[config.mk]
export PLATFORM = sky130hd
export DESIGN_NAME = utf8_validating_decoder_core
export DESIGN_NICKNAME = d
export VERILOG_FILES = /design/src/hdl/utf8vd_pkg.sv /design/src/hdl/utf8vd_decode.sv /design/src/hdl/utf8_validating_decoder_core.sv
export VERILOG_INCLUDE_DIRS = /design/src /design/src/hdl
export SDC_FILE = /design/constraint.sdc
export NUM_CORES = 1
export LEC_CHECK = 0
export BUFFER_PORTS_ARGS = -buffer_cell sky130_fd_sc_hd__buf_4
export CORE_UTILIZATION = 55
export DETAILED_ROUTE_END_ITERATION = 10
export PLACE_DENSITY_LB_ADDON = 0.05
export SLEW_MARGIN = 20
export SYNTH_ARGS = -nofsm -noshare
export SYNTH_HDL_FRONTEND = slang
export SYNTH_SLANG_ARGS = --single-unit
[constraint.sdc]
create_clock -name clk -period 6.2 [get_ports clk]
set_clock_uncertainty 0.2 [all_clocks]
set_input_delay 0.62 -clock clk [delete_from_list [all_inputs] [get_ports clk]]
set_output_delay 0.62 -clock clk [all_outputs]
set_load 0.02 [all_outputs]
[src/hdl/utf8_validating_decoder_core_assert.svh]
// Assertion macros for the UTF-8 decoder core.
// Included by modules that check their own logic; expects clk and rst_n in scope.
`ifndef UTF8_VALIDATING_DECODER_CORE_ASSERT_SVH
`define UTF8_VALIDATING_DECODER_CORE_ASSERT_SVH

// Same-cycle implication, checked out of reset
`define UVD_ASSERT_NOW(lbl, ante, cons, msg) \
  lbl: assert property (@(posedge clk) disable iff (!rst_n) (ante) |-> (cons)) \
    else $error(msg);

// Next-cycle implication, checked out of reset
`define UVD_ASSERT_NEXT(lbl, ante, cons, msg) \
  lbl: assert property (@(posedge clk) disable iff (!rst_n) (ante) |=> (cons)) \
    else $error(msg);

`endif

[src/hdl/utf8vd_pkg.sv]
// Shared types and constants for the UTF-8 validating decoder.
// No dependencies; imported by utf8vd_decode and the core top level.
`default_nettype none

package utf8vd_pkg;

  localparam int CP_W  = 21;
  localparam int CNT_W = 3;

  // Default depth of the result queue in the core
  localparam int RES_FIFO_DEPTH = 4;

  localparam logic [CP_W-1:0] REPLACEMENT_CP = 21'h00FFFD;

  // Pending partial sequence
  typedef struct packed {
    logic [7:0]      lead;
    logic [1:0]      held;
    logic [CP_W-1:0] partial;
  } state_t;

  // One result word
  typedef struct packed {
    logic [CP_W-1:0]  code_point;
    logic             ill_formed;
    logic [CNT_W-1:0] consumed_bytes;
    logic             last_in_run;
  } result_t;

endpackage

`default_nettype wire

[src/hdl/utf8vd_decode.sv]
// Combinational per-byte UTF-8 decode step: next pending state and up to two results.
// Depends on utf8vd_pkg.
`default_nettype none

module utf8vd_decode
  import utf8vd_pkg::*;
(
  input  state_t     state,
  input  logic [7:0] data_byte,
  input  logic       end_of_text,
  output state_t     state_nxt,
  output logic [1:0] num_res,
  output result_t    res0,
  output result_t    res1
);

  localparam logic [7:0] LEAD2_LO   = 8'hC2;
  localparam logic [7:0] LEAD2_HI   = 8'hDF;
  localparam logic [7:0] LEAD3_LO   = 8'hE0;
  localparam logic [7:0] LEAD3_HI   = 8'hEF;
  localparam logic [7:0] LEAD4_LO   = 8'hF0;
  localparam logic [7:0] LEAD4_HI   = 8'hF4;
  localparam logic [7:0] LEAD_ED    = 8'hED;
  localparam logic [7:0] CONT_LO    = 8'h80;
  localparam logic [7:0] CONT_HI    = 8'hBF;
  localparam logic [7:0] CONT_LO_E0 = 8'hA0;
  localparam logic [7:0] CONT_HI_ED = 8'h9F;
  localparam logic [7:0] CONT_LO_F0 = 8'h90;
  localparam logic [7:0] CONT_HI_F4 = 8'h8F;

  typedef struct packed {
    logic    emit;
    result_t res;
    state_t  st;
  } lead_out_t;

  // Examine a byte as the start of a sequence
  function automatic lead_out_t take_lead(input logic [7:0] b);
    lead_out_t o;
    o.emit = 1'b0;
    o.res  = '{code_point: REPLACEMENT_CP, ill_formed: 1'b1,
               consumed_bytes: CNT_W'(1), last_in_run: 1'b1};
    o.st   = '0;
    if (b < CONT_LO) begin
      o.emit = 1'b1;
      o.res.code_point = CP_W'(b);
      o.res.ill_formed = 1'b0;
    end else if (b inside {[LEAD2_LO:LEAD2_HI]}) begin
      o.st = '{lead: b, held: 2'd1, partial: CP_W'(b[4:0])};
    end else if (b inside {[LEAD3_LO:LEAD3_HI]}) begin
      o.st = '{lead: b, held: 2'd1, partial: CP_W'(b[3:0])};
    end else if (b inside {[LEAD4_LO:LEAD4_HI]}) begin
      o.st = '{lead: b, held: 2'd1, partial: CP_W'(b[2:0])};
    end else begin
      o.emit = 1'b1;  // forbidden lead byte
    end
    return o;
  endfunction

  lead_out_t        lead_res;
  logic [7:0]       cont_lo;
  logic [7:0]       cont_hi;
  logic             cont_ok;
  logic [CNT_W-1:0] seq_len;
  logic [CNT_W-1:0] held_inc;
  logic [CP_W-1:0]  partial_shift;
  result_t          flush_res;

  assign lead_res = take_lead(data_byte);

  // Allowed continuation range, narrowed on the second byte after some leads
  always_comb begin
    cont_lo = CONT_LO;
    cont_hi = CONT_HI;
    if (state.held == 2'd1) begin
      case (state.lead)
        LEAD3_LO: cont_lo = CONT_LO_E0;
        LEAD_ED:  cont_hi = CONT_HI_ED;
        LEAD4_LO: cont_lo = CONT_LO_F0;
        LEAD4_HI: cont_hi = CONT_HI_F4;
        default: ;
      endcase
    end
  end

  assign cont_ok = (data_byte >= cont_lo) && (data_byte <= cont_hi);

  // Sequence length implied by the held lead
  assign seq_len = (state.lead < LEAD3_LO) ? CNT_W'(2) :
                   (state.lead < LEAD4_LO) ? CNT_W'(3) : CNT_W'(4);

  assign held_inc      = CNT_W'(state.held) + CNT_W'(1);
  assign partial_shift = {state.partial[CP_W-7:0], data_byte[5:0]};

  // Replacement for the pending bad prefix
  assign flush_res = '{code_point: REPLACEMENT_CP, ill_formed: 1'b1,
                       consumed_bytes: CNT_W'(state.held), last_in_run: 1'b1};

  always_comb begin
    state_nxt = state;
    num_res   = 2'd0;
    res0      = flush_res;
    res1      = lead_res.res;
    if (end_of_text) begin
      state_nxt = '0;
      if (state.held != 2'd0) begin
        num_res = 2'd1;
      end
    end else if (state.held == 2'd0) begin
      state_nxt = lead_res.st;
      res0      = lead_res.res;
      num_res   = {1'b0, lead_res.emit};
    end else if (cont_ok) begin
      // Gather six more bits; complete once the length is reached
      if (held_inc >= seq_len) begin
        state_nxt = '0;
        num_res   = 2'd1;
        res0      = '{code_point: partial_shift, ill_formed: 1'b0,
                      consumed_bytes: seq_len, last_in_run: 1'b1};
      end else begin
        state_nxt.held    = held_inc[1:0];
        state_nxt.partial = partial_shift;
      end
    end else begin
      // Bad continuation: flush prefix, then retry the byte as a lead
      state_nxt = lead_res.st;
      if (lead_res.emit) begin
        num_res          = 2'd2;
        res0.last_in_run = 1'b0;
      end else begin
        num_res = 2'd1;
      end
    end
  end

endmodule

`default_nettype wire

[src/hdl/utf8_validating_decoder_core.sv]
// UTF-8 validating decoder core: input register, decode step, result queue.
// A byte passes from the input register through the result queue to the output.
// Throughput: one byte per cycle while the result queue has room; a byte that
//   yields two results is absorbed by the result queue (FIFO_DEPTH words).
// Reset: synchronous active-low rst_n clears the pending sequence, the input
//   register valid and the queue pointers; queued payload is not cleared.
// Depends on utf8vd_pkg and utf8vd_decode.
`default_nettype none
`include "utf8_validating_decoder_core_assert.svh"

module utf8_validating_decoder_core
  import utf8vd_pkg::*;
#(
  parameter int FIFO_DEPTH = RES_FIFO_DEPTH  // at least 3
) (
  input  logic        clk,
  input  logic        rst_n,
  input  logic        in_tvalid,
  output logic        in_tready,
  input  logic [7:0]  in_tdata,   // [7:0] data_byte
  input  logic        in_tuser,   // [0] end_of_text
  output logic        out_tvalid,
  input  logic        out_tready,
  output logic [23:0] out_tdata,  // [20:0] code_point, [23:21] consumed_bytes
  output logic        out_tuser,  // [0] ill_formed
  output logic        out_tlast   // last result caused by an input word
);

  localparam int PTR_W = (FIFO_DEPTH > 1) ? $clog2(FIFO_DEPTH) : 1;
  localparam int CNT_W_Q = $clog2(FIFO_DEPTH + 1);
  localparam logic [PTR_W-1:0]   PTR_LAST  = PTR_W'(FIFO_DEPTH - 1);
  localparam logic [CNT_W_Q-1:0] FIRE_MAX  = CNT_W_Q'(FIFO_DEPTH - 2);
  localparam logic [CNT_W_Q-1:0] DEPTH_CNT = CNT_W_Q'(FIFO_DEPTH);

  function automatic logic [PTR_W-1:0] ptr_inc(input logic [PTR_W-1:0] p);
    return (p == PTR_LAST) ? '0 : p + PTR_W'(1);
  endfunction

  // Input register
  logic       in_valid_r;
  logic [7:0] in_byte_r;
  logic       in_eot_r;

  // Decode state and results
  state_t     state_r;
  state_t     state_nxt;
  logic [1:0] num_res;
  result_t    res0;
  result_t    res1;
  logic       fire;

  // Result queue
  result_t             queue_r [FIFO_DEPTH];
  logic [PTR_W-1:0]    head_r;
  logic [PTR_W-1:0]    tail_r;
  logic [PTR_W-1:0]    tail_inc;
  logic [CNT_W_Q-1:0]  count_r;
  logic                pop;
  result_t             head_res;

  // Decode fires only when the queue has room for two words
  assign fire      = in_valid_r && (count_r <= FIRE_MAX);
  assign in_tready = !in_valid_r || fire;
  assign pop       = out_tvalid && out_tready;
  assign tail_inc  = ptr_inc(tail_r);

  utf8vd_decode u_decode (
    .state       (state_r),
    .data_byte   (in_byte_r),
    .end_of_text (in_eot_r),
    .state_nxt   (state_nxt),
    .num_res     (num_res),
    .res0        (res0),
    .res1        (res1)
  );

  // Input register and pending-sequence state
  always_ff @(posedge clk) begin
    if (!rst_n) begin
      in_valid_r <= 1'b0;
      state_r    <= '0;
    end else begin
      if (in_tready) begin
        in_valid_r <= in_tvalid;
      end
      if (fire) begin
        state_r <= state_nxt;
      end
    end
  end

  always_ff @(posedge clk) begin
    if (in_tvalid && in_tready) begin
      in_byte_r <= in_tdata;
      in_eot_r  <= in_tuser;
    end
  end

  // Queue pointers and fill count
  always_ff @(posedge clk) begin
    if (!rst_n) begin
      head_r  <= '0;
      tail_r  <= '0;
      count_r <= '0;
    end else begin
      if (pop) begin
        head_r <= ptr_inc(head_r);
      end
      if (fire) begin
        case (num_res)
          2'd1:    tail_r <= tail_inc;
          2'd2:    tail_r <= ptr_inc(tail_inc);
          default: ;
        endcase
      end
      count_r <= count_r + (fire ? CNT_W_Q'(num_res) : '0) - CNT_W_Q'(pop);
    end
  end

  // Queue payload
  always_ff @(posedge clk) begin
    if (fire && (num_res != 2'd0)) begin
      queue_r[tail_r] <= res0;
    end
    if (fire && (num_res == 2'd2)) begin
      queue_r[tail_inc] <= res1;
    end
  end

  // Output word
  assign head_res   = queue_r[head_r];
  assign out_tvalid = (count_r != '0);
  assign out_tdata  = {head_res.consumed_bytes, head_res.code_point};
  assign out_tuser  = head_res.ill_formed;
  assign out_tlast  = head_res.last_in_run;

  // Checks
  `UVD_ASSERT_NOW(a_count_bound, 1'b1, count_r <= DEPTH_CNT,
                  "result queue overflow")
  `UVD_ASSERT_NOW(a_fire_room, fire, count_r <= FIRE_MAX,
                  "decode fired without queue room")
  `UVD_ASSERT_NOW(a_bad_is_fffd, out_tvalid && out_tuser,
                  out_tdata[20:0] == REPLACEMENT_CP, "ill-formed word not U+FFFD")
  `UVD_ASSERT_NOW(a_scalar_ok, out_tvalid && !out_tuser,
                  (out_tdata[20:0] <= 21'h10FFFF) &&
                  ((out_tdata[20:0] < 21'h00D800) || (out_tdata[20:0] > 21'h00DFFF)),
                  "decoded value is not a scalar value")
  `UVD_ASSERT_NOW(a_count_range, out_tvalid,
                  (out_tdata[23:21] != 3'd0) && (out_tdata[23:21] <= 3'd4),
                  "consumed byte count out of range")
  `UVD_ASSERT_NEXT(a_two_room, fire && (num_res == 2'd2),
                   count_r >= CNT_W_Q'(2) - CNT_W_Q'($past(pop)),
                   "second result word lost")

endmodule

`default_nettype wire

==> results of run 1 <==
[registers in the layout (all words and copies together) (netlist names), named ones only]
| register | flops |
|---|---|
| head_r | 2 |
| queue_r | 104 |
| in_eot_r | 1 |
| tail_r | 2 |
| state_r | 25 |
| count_r | 3 |
| in_valid_r | 1 |
| in_byte_r | 8 |
[placed cells by master (no fill, tap or decap), types with 19 or more instances in the layout]
master and n:
buf_4 47, mux4_2 26, a31oi_1 37, a21oi_1 19, edfxtp_1 77, nor2_1 26, ha_1 24, nand2_1 52
nand3_1 27, a22o_1 39, dfxtp_1 70
[kinds of logic (layout without fill, tap and decap cells)]
family	after synthesis	after routing	share of synthesized area, %
XOR/XNOR	3	3	0.3756
multiplexers	27	27	8.530
AO/OA/AOI/OAI	156	156	16.88
adder cells (fa/ha/maj)	25	25	4.578
AND/OR/NAND/NOR	164	164	12.91
flip-flops	148	148	53.36
buffers and inverters	55	97	3.362
[area by class of cell]
type	count	area [um^2]
Clock buffer	17	425.4
Clock inverter	15	138.9
Fill cell	972	4239
Inverter	18	67.56
Multi-Input combinational cell	375	3040
Sequential cell	148	3737
Tap cell	168	210.2
Timing Repair Buffer	47	352.8
[routing by layer]
metal | vias to the layer above | wire length [um]
li1 | 2296 | -
met1 | 2498 | 7270
met2 | 198 | 8499
met3 | 27 | 906
met4 | 0 | 301
met5 | - | 0
[power breakdown]
part | leakage [nW] | switching, W | total (W) | internal, W
Sequential | 1.32 | 0.0000930 | 0.00118 | 0.00108
Combinational | 1.48 | 0.000236 | 0.000452 | 0.000216
Clock | 0.269 | 0.000402 | 0.000988 | 0.000586
Total | 3.08 | 0.000731 | 0.00262 | 0.00189
[worst paths after layout]
| check | startpoint | end | depth (start not counted) |
|---|---|---|---|
| max | state_r[22] | queue_r[2][8] | 18 |
| min | in_tdata[3] | in_byte_r[3] | 1 |
| max reg2reg | state_r[22] | queue_r[2][8] | 18 |
| min reg2reg | queue_r[3][2] | queue_r[3][2] | 2 |
[cell usage after synthesis (all sizes together), types with 2 or more instances]
| master | count |
|---|---|
| edfxtp | 77 |
| dfxtp | 71 |
| nand2 | 52 |
| a22o | 39 |
| a31oi | 37 |
| nand3 | 27 |
| nor2 | 27 |
| mux4 | 26 |
| ha | 24 |
| clkbuf | 21 |
| a21oi | 19 |
| o21ai | 19 |
| inv | 18 |
| nand2b | 17 |
| buf | 16 |
| nor3 | 11 |
| a32o | 9 |
| o211ai | 9 |
| nand4 | 6 |
| and3 | 5 |
| nor2b | 4 |
| nor4b | 4 |
| a21o | 3 |
| a31o | 3 |
| and2 | 3 |
| nor4 | 3 |
| o21a | 3 |
| o311a | 3 |
| a21bo | 2 |
| nand3b | 2 |
| o41ai | 2 |
| or3 | 2 |
| xnor2 | 2 |
[metrics by stage]
stage | power (W) | cell area, um^2
6_report | 0.002618 | 7973
5_1_grt | 0.002712 | 7973
4_1_cts | 0.002627 | 7968
3_5_place_dp | 0.001650 | 7403
3_3_place_gp | 0.001638 | 7397
2_1_floorplan | 0.001491 | 6997
==> run summary, run 1 <==
Largest net degree at the start of global routing = 41
Clock Sinks = 148
Pleak = 3.076 nW
Post-CTS Setup Inserts = 0
Number of hold buffers added after CTS = 0
Number of max-cap violations = 0
Final std cells w/o fill = 788
Inst Count DP = 756
CTS Buffer Depth = 2
Fin crit share = 86.62%
Highest clock rate = 186.2 MHz
YS warnings = 0
Die W = 114.8 um
Antenna violations before repair = 0
DRT Wirelength = 16,980 um
Fraction of layout cells with a size suffix above 1 = 20.97%
Post-synth EDFFs = 77
Final hold vios = 0
Seq cells post-synth = 148
Worst EP required = 6.15 ns
Pwr Density = 328.4 nW/um^2
Peak supply drop = 0.1976 mV
Slack of the critical path = 0.8297 ns
Final setup viols = 0
Slew Viols, Final = 0
Global-route wire length before repair = 27,320 um
PostCTS Resize Cnt = 0
CP Data Arrival Time = 5.32 ns
RSZ-0062 raised after global routing = no
Fin util = 65.29%
Vias after detailed routing = 5,019
DRC = 0
Most used cell along the critical path = nand2_1
Dpl ws = 0.9031 ns
Cell accounting for the most synthesized area = edfxtp_1
Worst hold path type = primary input to flip-flop
Number of CTS-inserted buffers = 17
Setup TNS = 0 ns
Synth Instances = 578
CP delay by family, top = simple AND/OR/NAND/NOR gates
Num rows = 40
Clk slew on worst S/H paths = 0.06 ns
Detailed Route Iter0 Violations = 485
Worst Tran Pin Value = 1.002 ns
Syn nets = 616
Core footprint = 12,210 um^2
Pre-Repair DR Iteration Count = 5
Netlist cell types = 59
Yosys top cell area share = 33.05%
Synth-to-layout area growth = 13.95%
Dpl hpwl = 11,040 um
Die footprint = 13,180 um^2
Tot GR Track Use = 28.24%
Crit-path slowest cell = inv_1
CTS H-tree depth = 4
Cell Chain, Critical Path = inv_1, ha_1, nand2b_1, nor4_1, nand2_1, ha_1, nand2_1, o311ai_4, nand4_2, nand3_1, nand2_1, ha_1, nor2b_1, and3_1, nor2_1, inv_1, nand2_1, nand3_1
Crit Path Class = flip-flop to flip-flop
Rel. slew slack = 33.16%
Overflow after GRT = 0
Worst setup SP type = flip-flop
Worst hold slack = 0.1630 ns
DR vias/cell = 6.369
Initial core utilization = 57.30%
Diode count = 0
Clk_lat worst skew = 0.43 ns
Post-route ant nets = 0
Root Driver = clkbuf_16
Port Buffers = 40
Most used DFF post-synth = edfxtp_1
Synthesized area per cell = 12.11 um^2
Top Usage Layer GRT = met2
CP peak stage delay = 0.61 ns
Top cells by area, synth = edfxtp_1, dfxtp_1, mux4_2
Met3 usage = 6.484%
Seq/Total Area, Yosys = 53.36%
GR Layer Usage met2 = 46.02%
Die height = 114.8 um
Status = finished, final reports clean
Tmin final = 5.370 ns
CTS tree = done
# IOs = 41
Final nets = 645
Worst-path fanout max = 23
GR Util met1 = 37.09%
Final GP Congestion = 0.9529
CP bufs+invs = 2
Synth Cell Area = 6997 um^2
CP endpoint kind = flip-flop
Number of global-route vias before repair = 5,031
Ys async rst share = 0%
DR WL/cell = 21.55 um
R2r setup slk = 0.83 ns
(Power assumes the default switching activity.)
==> inputs of run 2 (changes only) <==
- ABC_AREA: unset -> 1
==> run summary, run 2 <==
Post-route ant nets = 0
Slew Viols, Final = 0
Dpl hpwl = 12,700 um
Fraction of layout cells with a size suffix above 1 = 10.88%
Num rows = 41
Peak supply drop = 0.2138 mV
Status = finished, final reports clean
Most frequent cells in the layout = nand2_1, o21ai_0, nor2_1, edfxtp_1, dfxtp_1
Fin util = 63.77%
CTS Buffer Depth = 2
Pre-Repair DR Iteration Count = 7
Seq cells post-synth = 148
PostCTS Resize Cnt = 0
Vias after detailed routing = 6,069
Ys async rst share = 0%
Yosys top cell area share = 32.74%
Largest register by flop count = queue_r
CP peak stage delay = 0.84 ns
Worst hold slack = 0.1624 ns
Inst Count DP = 1,013
Clock Sinks = 148
Synth Cell Area = 7063 um^2
Pleak = 3.249 nW
Fin crit share = 82.08%
Worst Tran Pin Value = 1.021 ns
Overflow after GRT = 0
Port Buffers = 40
Slack of the critical path = 1.111 ns
Seq/Total Area, Yosys = 52.86%
Worst EP required = 6.30 ns
Die footprint = 13,300 um^2
Crit Path Class = flip-flop to flip-flop
YS warnings = 0
Cell Chain, Critical Path = nand3_1, nor2_1, inv_1, nor4_1, nand2_1, o21ai_0, ha_1, nand2_1, nor2_1, nand2_1, nand2_1, nand3_2, nand2_4, o21ai_0, o21ai_0, inv_1, ha_1, inv_1, nor2_4, nand2_1, nand2_1, inv_1, nand2_1, o21ai_0
Cell accounting for the most synthesized area = edfxtp_1
Crit-path slowest cell = nand2_1
Antenna violations before repair = 0
Die height = 115.3 um
# IOs = 41
Syn nets = 870
Most used cell along the critical path = nand2_1
Netlist cell types = 32
Largest regs = queue_r: 104 flops, state_r: 25 flops, in_byte_r: 8 flops
Largest net degree at the start of global routing = 54
DR WL/cell = 18.24 um
Most common cell after layout, fill and taps aside = nand2_1
Die W = 115.3 um
Synth-to-layout area growth = 13.48%
Rel. slew slack = 31.75%
Clk slew on worst S/H paths = 0.06 ns
Synthesized area per cell = 8.489 um^2
Number of max-cap violations = 0
DRT Wirelength = 19,060 um
Number of hold buffers added after CTS = 0
Worst-path fanout max = 20
Worst hold path type = primary input to flip-flop
Most common cell in the synthesized netlist = nand2_1
Final nets = 898
Clk_lat worst skew = 0.43 ns
Highest clock rate = 196.5 MHz
Number of global-route vias before repair = 5,721
Initial core utilization = 56.20%
Root Driver = clkbuf_16
Post-CTS Setup Inserts = 0
Final std cells w/o fill = 1,045
Dpl ws = 1.186 ns
Final GP Congestion = 0.9651
Synth Instances = 832
Final setup viols = 0
Core footprint = 12,570 um^2
DRC = 0
CP endpoint kind = flip-flop
Tot GR Track Use = 30.14%
CP Data Arrival Time = 5.18 ns
Post-synth EDFFs = 77
Largest register FFs = 104
Pwr Density = 365.0 nW/um^2
Fillers = 1,071
Most used DFF post-synth = edfxtp_1
Detailed Route Iter0 Violations = 722
RSZ-0062 raised after global routing = no
CTS tree = done
Global-route wire length before repair = 29,640 um
DR vias/cell = 5.808
CTS H-tree depth = 4
Diode count = 0
Top cells by area, synth = edfxtp_1, dfxtp_1, nand2_1
Number of CTS-inserted buffers = 17
Commonest cells post-synth = nand2_1, o21ai_0, nor2_1
Tmin final = 5.089 ns
Worst setup SP type = flip-flop
Setup TNS = 0 ns
Final hold vios = 0
run 2: final cells by class:
| type | count | area [um^2] | area share [%] |
|---|---|---|---|
| sequential | 148 | 3734 | 46.58 |
| clock inverter | 9 | 77.57 | 0.9678 |
| clock buffer | 23 | 489.2 | 6.104 |
| tap | 172 | 215.2 | 2.685 |
| timing repair buffer | 43 | 322.8 | 4.027 |
| multi-input combinational | 589 | 2948 | 36.78 |
| inverter | 61 | 229.0 | 2.857 |
run 2: final timing paths:
check | startpoint | to | slack, ns | depth (start not counted)
setup reg to reg | state_r[29] | queue_r[3][3] | 1.11 | 24
setup / recovery | state_r[29] | queue_r[3][3] | 1.11 | 24
hold reg to reg | queue_r[2][22] | queue_r[2][22] | 0.26 | 2
hold / removal | in_tdata[4] | in_byte_r[4] | 0.16 | 1
run 2: kinds of logic (layout without fill, tap and decap cells):
group | count (synthesis) | in the layout | share of synthesized area (%)
compound gates | 188 | 188 | 14.40
simple gates | 373 | 373 | 22.43
xor+xnor | 3 | 3 | 0.3721
flops | 148 | 148 | 52.86
buf+inv | 95 | 136 | 5.403
fa+ha+maj | 25 | 25 | 4.535
run 2: power by group:
| part | switching [W] | internal [W] | total (W) | leakage [nW] |
|---|---|---|---|---|
| clock | 0.000397 | 0.000594 | 0.000990 | 0.282 |
| sequential | 0.0000425 | 0.00109 | 0.00113 | 1.24 |
| combinational | 0.000524 | 0.000282 | 0.000806 | 1.73 |
run 2: critical path: cells and delay by family, from the launching register on:
kind            cells  cell delay (ns)
simple gates       14             2.77
buf+inv             4             0.67
compound gates      4             0.50
fa+ha+maj           2             0.48
flops               1             0.34
run 2: metrics by stage:
| step | power, W | instance area [um^2] |
|---|---|---|
| after floorplan | 0.001656 | 7063 |
| after global placement | 0.001939 | 7448 |
| after detailed placement | 0.001955 | 7448 |
| after CTS | 0.002932 | 8015 |
| after global routing | 0.003047 | 8015 |
| final | 0.002925 | 8015 |
run 2: metal layers:
layer / share of wire [%] / GRT usage, % / vias to the layer above
met4: 3.1 / 16.97 / 0
li1: - / - / 2894
met5: 0 / 0 / -
met3: 7.7 / 5.957 / 42
met2: 48 / 47.74 / 270
met1: 41 / 38.73 / 2863
